--- src/rtl/core/htsm_pkg.sv ---
// Package for the header table size manager: field widths, table limits,
// action and sequencer codes, and the beat structures. No dependencies.
package htsm_pkg;

   localparam int TABLE_BYTES_LIMIT = 4096;
   localparam int MAX_ENTRIES       = 128;
   localparam int ENTRY_OVERHEAD    = 32;

   localparam int LEN_W  = 13;
   localparam int SLOT_W = 7;
   localparam int CNT_W  = 8;
   localparam int COST_W = 15;
   localparam int SUM_W  = 16;
   localparam int REQ_W  = 16;
   localparam int POS_W  = 7;

   localparam logic [LEN_W-1:0] LIMIT_BYTES = LEN_W'(TABLE_BYTES_LIMIT);
   localparam logic [CNT_W-1:0] FULL_COUNT  = CNT_W'(MAX_ENTRIES);

   typedef enum logic [1:0] {
      ACT_PUSH,
      ACT_RESIZE,
      ACT_LOOKUP,
      ACT_NOP
   } action_type;

   typedef enum logic [2:0] {
      S_IDLE,
      S_CHECK,
      S_EVICT,
      S_LOOK,
      S_DONE
   } state_type;

   typedef struct packed {
      logic [LEN_W-1:0] value_len;
      logic [LEN_W-1:0] name_len;
   } entry_type;

   typedef struct packed {
      action_type        action;
      logic [LEN_W-1:0]  name_len;
      logic [LEN_W-1:0]  value_len;
      logic [REQ_W-1:0]  new_max;
      logic [POS_W-1:0]  pos;
   } req_type;

   typedef struct packed {
      logic [SLOT_W-1:0] slot;
      logic [LEN_W-1:0]  name_len;
      logic [LEN_W-1:0]  value_len;
      logic              stored;
      logic [CNT_W-1:0]  evicted;
      logic [LEN_W-1:0]  size;
      logic [CNT_W-1:0]  count;
      logic              clamped;
   } rsp_type;

   function automatic logic [COST_W-1:0] entry_cost(input entry_type e);
      return COST_W'(e.name_len) + COST_W'(e.value_len) + COST_W'(ENTRY_OVERHEAD);
   endfunction

endpackage

--- src/rtl/core/header_table_size_manager_top.sv ---
// Top level of the header table size manager: request and response beats,
// output register and control register port. Depends on htsm_pkg, htsm_core.
//
//   channel  direction  handshake          payload
//   req      in         req_valid/ready    action, lengths, new max, position
//   rsp      out        rsp_valid/ready    slot, lengths, stored, counts, clamp
//   csr      in         csr_we             max size limit, 13 bits
//
// A beat goes from accept to check to done (lookup also reads), plus an evict
// per entry evicted to make room; an oversized push clears the table at once.
// A csr write runs the same eviction loop and holds req_ready low until done.
// Reset is synchronous: empty table, limit 4096. A stalled response holds in
// the output register; a new beat is taken meanwhile, and its response waits
// for the register to free.
module header_table_size_manager_top
   import htsm_pkg::*;
(
   input  logic              clock,
   input  logic              reset,
   input  logic              req_valid,
   output logic              req_ready,
   input  logic [1:0]        req_action,
   input  logic [LEN_W-1:0]  req_name_length,
   input  logic [LEN_W-1:0]  req_value_length,
   input  logic [REQ_W-1:0]  req_new_max_size,
   input  logic [POS_W-1:0]  req_position,
   output logic              rsp_valid,
   input  logic              rsp_ready,
   output logic [SLOT_W-1:0] rsp_slot,
   output logic [LEN_W-1:0]  rsp_entry_name_length,
   output logic [LEN_W-1:0]  rsp_entry_value_length,
   output logic              rsp_stored,
   output logic [CNT_W-1:0]  rsp_evicted_count,
   output logic [LEN_W-1:0]  rsp_current_size,
   output logic [CNT_W-1:0]  rsp_entry_count,
   output logic              rsp_size_clamped,
   input  logic              csr_we,
   input  logic [LEN_W-1:0]  csr_wdata
);

   logic    core_idle;
   logic    core_done;
   logic    out_free;
   logic    start;
   req_type req;
   rsp_type core_rsp;
   rsp_type rsp_ff;
   logic    rsp_valid_ff, rsp_valid_in;

   assign req_ready = core_idle && !csr_we;
   assign start     = req_valid && req_ready;
   assign out_free  = !rsp_valid_ff || rsp_ready;

   assign req = '{action:    action_type'(req_action),
                  name_len:  req_name_length,
                  value_len: req_value_length,
                  new_max:   req_new_max_size,
                  pos:       req_position};

   htsm_core u_core (
      .clock     (clock),
      .reset     (reset),
      .start     (start),
      .req       (req),
      .csr_we    (csr_we),
      .csr_wdata (csr_wdata),
      .out_free  (out_free),
      .idle      (core_idle),
      .done      (core_done),
      .rsp       (core_rsp)
   );

   always_comb begin
      rsp_valid_in = rsp_valid_ff;
      if (core_done) begin
         rsp_valid_in = 1'b1;
      end else if (rsp_ready) begin
         rsp_valid_in = 1'b0;
      end
   end

   always_ff @(posedge clock) begin
      if (reset) begin
         rsp_valid_ff <= 1'b0;
      end else begin
         rsp_valid_ff <= rsp_valid_in;
      end
   end

   always_ff @(posedge clock) begin
      if (core_done) begin
         rsp_ff <= core_rsp;
      end
   end

   assign rsp_valid              = rsp_valid_ff;
   assign rsp_slot               = rsp_ff.slot;
   assign rsp_entry_name_length  = rsp_ff.name_len;
   assign rsp_entry_value_length = rsp_ff.value_len;
   assign rsp_stored             = rsp_ff.stored;
   assign rsp_evicted_count      = rsp_ff.evicted;
   assign rsp_current_size       = rsp_ff.size;
   assign rsp_entry_count        = rsp_ff.count;
   assign rsp_size_clamped       = rsp_ff.clamped;

endmodule

--- src/rtl/core/htsm_ring.sv ---
// Ring of entry lengths, one write port and one registered read port.
// Depends on htsm_pkg.
module htsm_ring
   import htsm_pkg::*;
(
   input  logic              clock,
   input  logic              wr_en,
   input  logic [SLOT_W-1:0] wr_addr,
   input  entry_type         wr_data,
   input  logic [SLOT_W-1:0] rd_addr,
   output entry_type         rd_data_ff
);

   entry_type ring_mem_ff [MAX_ENTRIES];

   always_ff @(posedge clock) begin
      if (wr_en) begin
         ring_mem_ff[wr_addr] <= wr_data;
      end
      rd_data_ff <= ring_mem_ff[rd_addr];
   end

endmodule

--- src/rtl/core/htsm_core.sv ---
// Sequencer and shared size accounting datapath of the header table.
// Depends on htsm_pkg and htsm_ring.
module htsm_core
   import htsm_pkg::*;
(
   input  logic             clock,
   input  logic             reset,
   input  logic             start,
   input  req_type          req,
   input  logic             csr_we,
   input  logic [LEN_W-1:0] csr_wdata,
   input  logic             out_free,
   output logic             idle,
   output logic             done,
   output rsp_type          rsp
);

   state_type         state_ff, state_in;
   req_type           op_ff, op_in;
   logic              is_cfg_ff, is_cfg_in;
   logic [COST_W-1:0] cost_ff, cost_in;
   logic [LEN_W-1:0]  limit_ff, limit_in;
   logic [LEN_W-1:0]  used_ff, used_in;
   logic [CNT_W-1:0]  held_ff, held_in;
   logic [SLOT_W-1:0] newest_ff, newest_in;
   logic [SLOT_W-1:0] slot_ff, slot_in;
   logic [LEN_W-1:0]  rname_ff, rname_in;
   logic [LEN_W-1:0]  rvalue_ff, rvalue_in;
   logic              stored_ff, stored_in;
   logic [CNT_W-1:0]  evicted_ff, evicted_in;
   logic              clamped_ff, clamped_in;

   logic              wr_en;
   logic [SLOT_W-1:0] wr_addr;
   entry_type         wr_data;
   logic [SLOT_W-1:0] rd_addr;
   entry_type         rd_data;
   logic [SLOT_W-1:0] oldest_slot;
   logic [SLOT_W-1:0] lookup_slot;
   logic [SUM_W-1:0]  fit_sum;
   logic [COST_W-1:0] evict_cost;

   htsm_ring u_ring (
      .clock      (clock),
      .wr_en      (wr_en),
      .wr_addr    (wr_addr),
      .wr_data    (wr_data),
      .rd_addr    (rd_addr),
      .rd_data_ff (rd_data)
   );

   assign oldest_slot = newest_ff - held_ff[SLOT_W-1:0] + SLOT_W'(1);
   assign lookup_slot = newest_ff - SLOT_W'(op_ff.pos);
   assign fit_sum     = SUM_W'(used_ff) + SUM_W'(cost_ff);
   assign evict_cost  = entry_cost(rd_data);
   assign wr_addr     = newest_ff + SLOT_W'(1);
   assign wr_data     = '{value_len: op_ff.value_len, name_len: op_ff.name_len};
   assign idle        = (state_ff == S_IDLE);

   assign rsp = '{slot:      slot_ff,
                  name_len:  rname_ff,
                  value_len: rvalue_ff,
                  stored:    stored_ff,
                  evicted:   evicted_ff,
                  size:      used_ff,
                  count:     held_ff,
                  clamped:   clamped_ff};

   always_ff @(posedge clock) begin
      if (reset) begin
         state_ff  <= S_IDLE;
         limit_ff  <= LIMIT_BYTES;
         used_ff   <= '0;
         held_ff   <= '0;
         newest_ff <= '0;
      end else begin
         state_ff  <= state_in;
         limit_ff  <= limit_in;
         used_ff   <= used_in;
         held_ff   <= held_in;
         newest_ff <= newest_in;
      end
   end

   always_ff @(posedge clock) begin
      op_ff      <= op_in;
      is_cfg_ff  <= is_cfg_in;
      cost_ff    <= cost_in;
      slot_ff    <= slot_in;
      rname_ff   <= rname_in;
      rvalue_ff  <= rvalue_in;
      stored_ff  <= stored_in;
      evicted_ff <= evicted_in;
      clamped_ff <= clamped_in;
   end

   always_comb begin
      state_in   = state_ff;
      op_in      = op_ff;
      is_cfg_in  = is_cfg_ff;
      cost_in    = cost_ff;
      limit_in   = limit_ff;
      used_in    = used_ff;
      held_in    = held_ff;
      newest_in  = newest_ff;
      slot_in    = slot_ff;
      rname_in   = rname_ff;
      rvalue_in  = rvalue_ff;
      stored_in  = stored_ff;
      evicted_in = evicted_ff;
      clamped_in = clamped_ff;
      wr_en      = 1'b0;
      rd_addr    = oldest_slot;
      done       = 1'b0;

      case (state_ff)
         S_IDLE: begin
            slot_in    = '0;
            rname_in   = '0;
            rvalue_in  = '0;
            stored_in  = 1'b0;
            evicted_in = '0;
            clamped_in = 1'b0;
            if (csr_we) begin
               op_in.action = ACT_RESIZE;
               is_cfg_in    = 1'b1;
               cost_in      = '0;
               limit_in     = (csr_wdata > LIMIT_BYTES) ? LIMIT_BYTES : csr_wdata;
               state_in     = S_CHECK;
            end else if (start) begin
               op_in     = req;
               is_cfg_in = 1'b0;
               cost_in   = '0;
               if (req.action == ACT_PUSH) begin
                  cost_in = entry_cost('{value_len: req.value_len,
                                         name_len:  req.name_len});
               end
               if (req.action == ACT_RESIZE) begin
                  if (req.new_max > REQ_W'(TABLE_BYTES_LIMIT)) begin
                     limit_in   = LIMIT_BYTES;
                     clamped_in = 1'b1;
                  end else begin
                     limit_in = req.new_max[LEN_W-1:0];
                  end
               end
               state_in = S_CHECK;
            end
         end
         S_CHECK: begin
            case (op_ff.action)
               ACT_PUSH: begin
                  if (cost_ff > COST_W'(limit_ff)) begin
                     evicted_in = evicted_ff + held_ff;
                     held_in    = '0;
                     used_in    = '0;
                     state_in   = S_DONE;
                  end else if (held_ff != '0 &&
                               (fit_sum > SUM_W'(limit_ff) || held_ff == FULL_COUNT)) begin
                     state_in = S_EVICT;
                  end else begin
                     wr_en     = 1'b1;
                     newest_in = wr_addr;
                     held_in   = held_ff + CNT_W'(1);
                     used_in   = used_ff + cost_ff[LEN_W-1:0];
                     slot_in   = wr_addr;
                     stored_in = 1'b1;
                     state_in  = S_DONE;
                  end
               end
               ACT_RESIZE: begin
                  if (held_ff != '0 && fit_sum > SUM_W'(limit_ff)) begin
                     state_in = S_EVICT;
                  end else begin
                     state_in = is_cfg_ff ? S_IDLE : S_DONE;
                  end
               end
               ACT_LOOKUP: begin
                  rd_addr = lookup_slot;
                  if (CNT_W'(op_ff.pos) < held_ff) begin
                     slot_in   = lookup_slot;
                     stored_in = 1'b1;
                     state_in  = S_LOOK;
                  end else begin
                     state_in = S_DONE;
                  end
               end
               default: begin
                  state_in = S_DONE;
               end
            endcase
         end
         S_EVICT: begin
            held_in    = held_ff - CNT_W'(1);
            evicted_in = evicted_ff + CNT_W'(1);
            if (held_ff == CNT_W'(1) || evict_cost > COST_W'(used_ff)) begin
               used_in = '0;
            end else begin
               used_in = used_ff - evict_cost[LEN_W-1:0];
            end
            state_in = S_CHECK;
         end
         S_LOOK: begin
            rname_in  = rd_data.name_len;
            rvalue_in = rd_data.value_len;
            state_in  = S_DONE;
         end
         S_DONE: begin
            if (out_free) begin
               done     = 1'b1;
               state_in = S_IDLE;
            end
         end
         default: begin
            state_in = S_IDLE;
         end
      endcase
   end

`ifndef SYNTH
   a_empty_no_bytes: assert property (@(posedge clock) disable iff (reset)
      held_ff == '0 |-> used_ff == '0)
      else $error("table empty but byte count nonzero");

   a_held_bound: assert property (@(posedge clock) disable iff (reset)
      held_ff <= FULL_COUNT)
      else $error("entry count above ring depth");

   a_idle_fits: assert property (@(posedge clock) disable iff (reset)
      state_ff == S_IDLE |-> used_ff <= limit_ff)
      else $error("table size above limit while idle");

   a_evict_nonempty: assert property (@(posedge clock) disable iff (reset)
      state_ff == S_EVICT |-> held_ff != '0)
      else $error("eviction from an empty table");
`endif

endmodule

--- config.mk ---
export PLATFORM = sky130hd
export DESIGN_NAME = header_table_size_manager_top
export DESIGN_NICKNAME = d
export VERILOG_FILES = /design/src/rtl/core/htsm_pkg.sv /design/src/rtl/core/header_table_size_manager_top.sv /design/src/rtl/core/htsm_ring.sv /design/src/rtl/core/htsm_core.sv
export SDC_FILE = /design/constraint.sdc
export NUM_CORES = 2
export LEC_CHECK = 0
export BUFFER_PORTS_ARGS = -buffer_cell sky130_fd_sc_hd__clkbuf_2
export CAP_MARGIN = 30
export CELL_PAD_IN_SITES_DETAIL_PLACEMENT = 1
export CELL_PAD_IN_SITES_GLOBAL_PLACEMENT = 1
export CORE_MARGIN = 5
export CORE_UTILIZATION = 54
export DETAILED_ROUTE_END_ITERATION = 8
export PLACE_DENSITY_LB_ADDON = 0.1
export SLEW_MARGIN = 20
export SYNTH_ARGS = -nofsm -noshare
export SYNTH_HDL_FRONTEND = slang
export SYNTH_SLANG_ARGS = --single-unit
--- constraint.sdc ---
create_clock -name clock -period 7.85 [get_ports clock]
set_input_delay 0.3925 -clock clock [delete_from_list [all_inputs] [get_ports clock]]
set_output_delay 0.3925 -clock clock [all_outputs]
set_load 0.02 [all_outputs]
==> reports/qor.log <==
INFO  floorplanning  die_width=524.9um
INFO  power_and_ir_drop total_leakage_power=53.33nW
INFO  timing         hold-worst-slack=0.1253ns
INFO  timing         relSlewSlack=0.02450
INFO  timing         timing.clock.skew=0.05074ns
INFO  synth          post_synth_instance_area=0.1431sqmm
INFO  synth          syn-instance-count=9746
INFO  global_routing grt_pass1_wl=712100um
INFO  cts            tritoncts.num_buffers=366
INFO  setup_path     cp_slowest_stage_delay=0.84ns
INFO  floorplanning  start_util=0.5409
INFO  floorplanning  io-pin-count=135
INFO  synth          synthesis.nets=9949
INFO  timing         rsz0062_at_grt=no
INFO  setup_path     worst_r2r_endpoint=u_core.u_ring.rd_data_ff[3]
INFO  setup_path     worst-setup-path-type=register to register
INFO  synth          yosysMostFrequentCell=edfxtp_1
INFO  place          globalplace.congestion=0.9481
INFO  global_routing antenna_found_initial=47
INFO  routing        routed_wl=507300um
INFO  status         status=complete, no violations
INFO  synth          yosys_warnings=0
INFO  run            drv_cap=0
INFO  timing         setup_violations=0
INFO  setup_path     crit_path_buffers_inverters=5
INFO  cts            cts_tree=built
INFO  finish         layout.cells.non_filler=13846
INFO  timing         fin_crit=6.897ns
INFO  setup_path     critPathLaunchType=register
INFO  hold_path      min_path_type=input pin to register
INFO  timing         fmaxAchievable=0.1450GHz
INFO  cts            cts.root.buffer_cell=clkbuf_16
INFO  timing         worst-slew-pin-transition=1.463ns
INFO  synth          number_of_synthesized_flops_with_an_enable_pin=3486
INFO  timing         timing.setup.tns=0ns
INFO  place          io_buffers=134
INFO  power_and_ir_drop vdd_ir_drop_max=304.0uV
INFO  global_routing grt_pass1_vias=93352
INFO  setup_path     endpoint_kind=register
INFO  routing        via_per_inst=6.758
INFO  finish         drive_above_1_share=0.1288
INFO  setup_path     timing.critical_path.cells=inv_1 > ha_1 > ha_1 > fa_1 > inv_1 > o21ai_2 > buf_4 > nand2_4 > buf_4 > nor2_4 > buf_12 > a22oi_1 > a21oi_1 > nor2_1 > nor4_1
INFO  setup_path     critical_path_required=8.68ns
INFO  cts            max-clock-path-buffers=4
INFO  synth          synth_largest_type_area_fraction=0.7313
INFO  setup_path     r2r.worst_path.cells=15
INFO  routing        drt_first_iter_violations=15245
INFO  routing        wire_per_inst=36.64um
INFO  setup_path     crit_arrival=7.73ns
INFO  power_and_ir_drop pwr_density_cell=293.6mW/mm^2
INFO  finish         nNetsFinal=10199
INFO  cts            post-cts-setup-buffers=0
INFO  timing         final_hold_viol_count=0
INFO  synth          ys_ff_latch=3557
INFO  synth          synth.distinct_cells=88
INFO  hold_path      min_path_cells=5
INFO  timing         period_share=0.8786
INFO  hold_path      min-delay-start=csr_wdata[12]
INFO  hold_path      min_delay_worst_endpoint=u_core.limit_ff[12]
INFO  floorplanning  die_area=0.2755sqmm
INFO  timing         drv_slew=0
INFO  setup_path     critical_path_cell_with_the_highest_stage_delay=a21oi_1
INFO  timing         setup_ws=0.9528ns
INFO  synth          synthTopCellsByCount=edfxtp_1 (3486), nand2_1 (1908), nand3_1 (490)
INFO  setup_path     timing.critical_path.max_delay_family=buffers and inverters
INFO  cts            insertion_delay=0.96ns
INFO  synth          cell_taking_the_most_area_after_synthesis=edfxtp_1
INFO  synth          ys_top_cells_by_area=edfxtp_1 (73%), nand2_1 (5.0%), mux4_2 (2.6%)
INFO  place          dpl.cell_count=13084
INFO  place          hpwlAfterDp=306200um
INFO  global_routing global_route.usage.total=0.3602
INFO  cts            clk_transition_reported_paths=0.07ns
INFO  floorplanning  die_height=524.9um
INFO  synth          syn-mean-instance-area=14.69squm
INFO  setup_path     r2r_setup_slack=0.95ns
INFO  synth          ys_seq_area_frac=0.7413
INFO  routing        drt_pre_antenna_iters=8
INFO  synth          ys.flop_type=edfxtp_1
INFO  global_routing grt_start_max_net_pins=141
INFO  cts            cts_max_level=5
INFO  place          post-place-ws=1.337ns
INFO  routing        postRouteAntennaNets=0
INFO  floorplanning  fp-row-count=189
INFO  floorplanning  core_region_area=0.2646sqmm
INFO  setup_path     path_max_fanout=74
INFO  setup_path     worst_flop_to_flop_path_startpoint=u_core.held_ff[0]
INFO  global_routing globalRouteOverflowTotal=0
INFO  routing        route.detailed.drc=0
INFO  finish         number_of_fill_cells_in_the_layout=24058
INFO  cts            cts.sink_count=3557
INFO  finish         area.growth.synth_to_final=12.94%
INFO  synth          synth_async_sr_flop_share=0
INFO  routing        vias=93577
-- layout make-up --
type                    instances  area (sq um)  share of cell area
clock buffers                 473          9787             0.06054
clock inverters               198          1697             0.01050
inverters                     101         380.4            0.002353
well taps                    3533          4420             0.02734
diodes                         14         35.03           0.0002167
repair buffers                507          4462             0.02760
flip-flops and latches       3557        106100              0.6563
multi-input cells            5463         34770              0.2151
-- registers in the layout (all words and copies together) (netlist names), 8 cells and up --
signal                     cells
rsp_entry_count                8
u_core.u_ring.ring_mem_ff   3328
rsp_entry_name_length         13
u_core.limit_ff               13
u_core.u_ring.rd_data_ff      26
u_core.evicted_ff              8
u_core.cost_ff                15
u_core.used_ff                13
rsp_evicted_count              8
u_core.rvalue_ff              13
rsp_entry_value_length        13
u_core.rname_ff               13
u_core.held_ff                 8
rsp_current_size              13
u_core.op_ff                  35
-- layer usage --
metal	track usage	share of wire	wire length (um)	vias to the layer above
li1	-	-	-	38022
met1	0.4883	0.37	187300	48325
met4	0.1927	0.065	33110	28
met3	0.09591	0.12	61380	1219
met5	0	0.00035	179	-
met2	0.5371	0.44	225400	5983
-- per-stage QoR --
step	total power [mW]	utilization	instance area (sq um)
2_1_floorplan	26.59	-	143100
3_3_place_gp	30.31	0.5633	149100
3_5_place_dp	30.55	0.5642	149300
4_1_cts	47.29	0.6102	161500
5_1_grt	48.80	0.6108	161600
6_report	47.46	0.6109	161700
-- placed cells by master (no fill, tap or decap), drive strengths merged, types with 14 or more instances in the layout --
master / Yosys / final
o22ai: 85 / 85
a22o: 17 / 17
bufinv: 0 / 19
a311o: 17 / 17
nand2: 1909 / 1909
mux4: 165 / 165
nand3: 492 / 492
a211oi: 198 / 198
a31oi: 188 / 188
mux2i: 205 / 205
a221oi: 16 / 16
edfxtp: 3486 / 3486
clkinv: 1 / 158
buf: 318 / 303
clkbuf: 307 / 610
o221ai: 46 / 46
diode: 0 / 14
a22oi: 141 / 141
a21o: 70 / 70
and3: 235 / 235
a21oi: 291 / 291
nand4: 96 / 96
nor2b: 21 / 21
a311oi: 89 / 89
and2: 43 / 43
o21a: 24 / 24
xnor2: 44 / 44
o211ai: 33 / 33
ha: 127 / 127
nor2: 328 / 328
dlygate4sd3: 0 / 67
nor3: 48 / 48
o21ai: 137 / 137
mux2: 17 / 17
dfxtp: 71 / 71
inv: 100 / 112
xor2: 24 / 24
nor4: 48 / 48
a32oi: 140 / 140
-- worst register-to-register path: stages, from the launching register on --
cell     delay [ns]
dfxtp_1        0.54
inv_1          0.24
ha_1           0.26
ha_1           0.23
fa_1           0.80
inv_1          0.22
o21ai_2        0.10
buf_4          0.46
nand2_4        0.48
buf_4          0.47
nor2_4         0.52
buf_12         0.49
a22oi_1        0.45
a21oi_1        0.84
nor2_1         0.27
nor4_1         0.45
-- how the worst max path moves through the flow --
stage	start	end	depth (start not counted)
6_report	u_core.held_ff[0]	u_core.u_ring.rd_data_ff[3]	15
5_1_grt	u_core.held_ff[0]	u_core.u_ring.rd_data_ff[3]	15
4_1_cts	u_core.held_ff[0]	u_core.u_ring.rd_data_ff[15]	16
3_5_place_dp	u_core.held_ff[0]	u_core.u_ring.rd_data_ff[15]	16
3_3_place_gp	u_core.held_ff[0]	u_core.u_ring.rd_data_ff[20]	16
2_1_floorplan	u_core.cost_ff[0]	u_core.u_ring.ring_mem_ff[10][0]	20
-- logic make-up (layout without fill, tap and decap cells) --
group,Yosys count,in the layout,share of synthesized area
adders and majority gates,134,134,0.01208
and+or+nand+nor,3292,3292,0.1015
buffers and inverters,726,1279,0.02249
other,0,14,0
DFF,3557,3557,0.7413
muxes,387,387,0.04163
AOI/OAI and AO/OA,1582,1582,0.07692
xor gates and xnor gates,68,68,0.004161
-- power by group --
part,total [mW],switching (mW),internal [mW]
clock,17.0,7.51,9.46
combinational,9.11,6.48,2.63
sequential,21.4,0.340,21.0
-- what timing repair did --
item / in CTS / in global routing
hold buffers: 67 / 0
endpoints found under the hold margin: 54 / 0
resized for setup: 0 / 0
(Power assumes the default switching activity.)
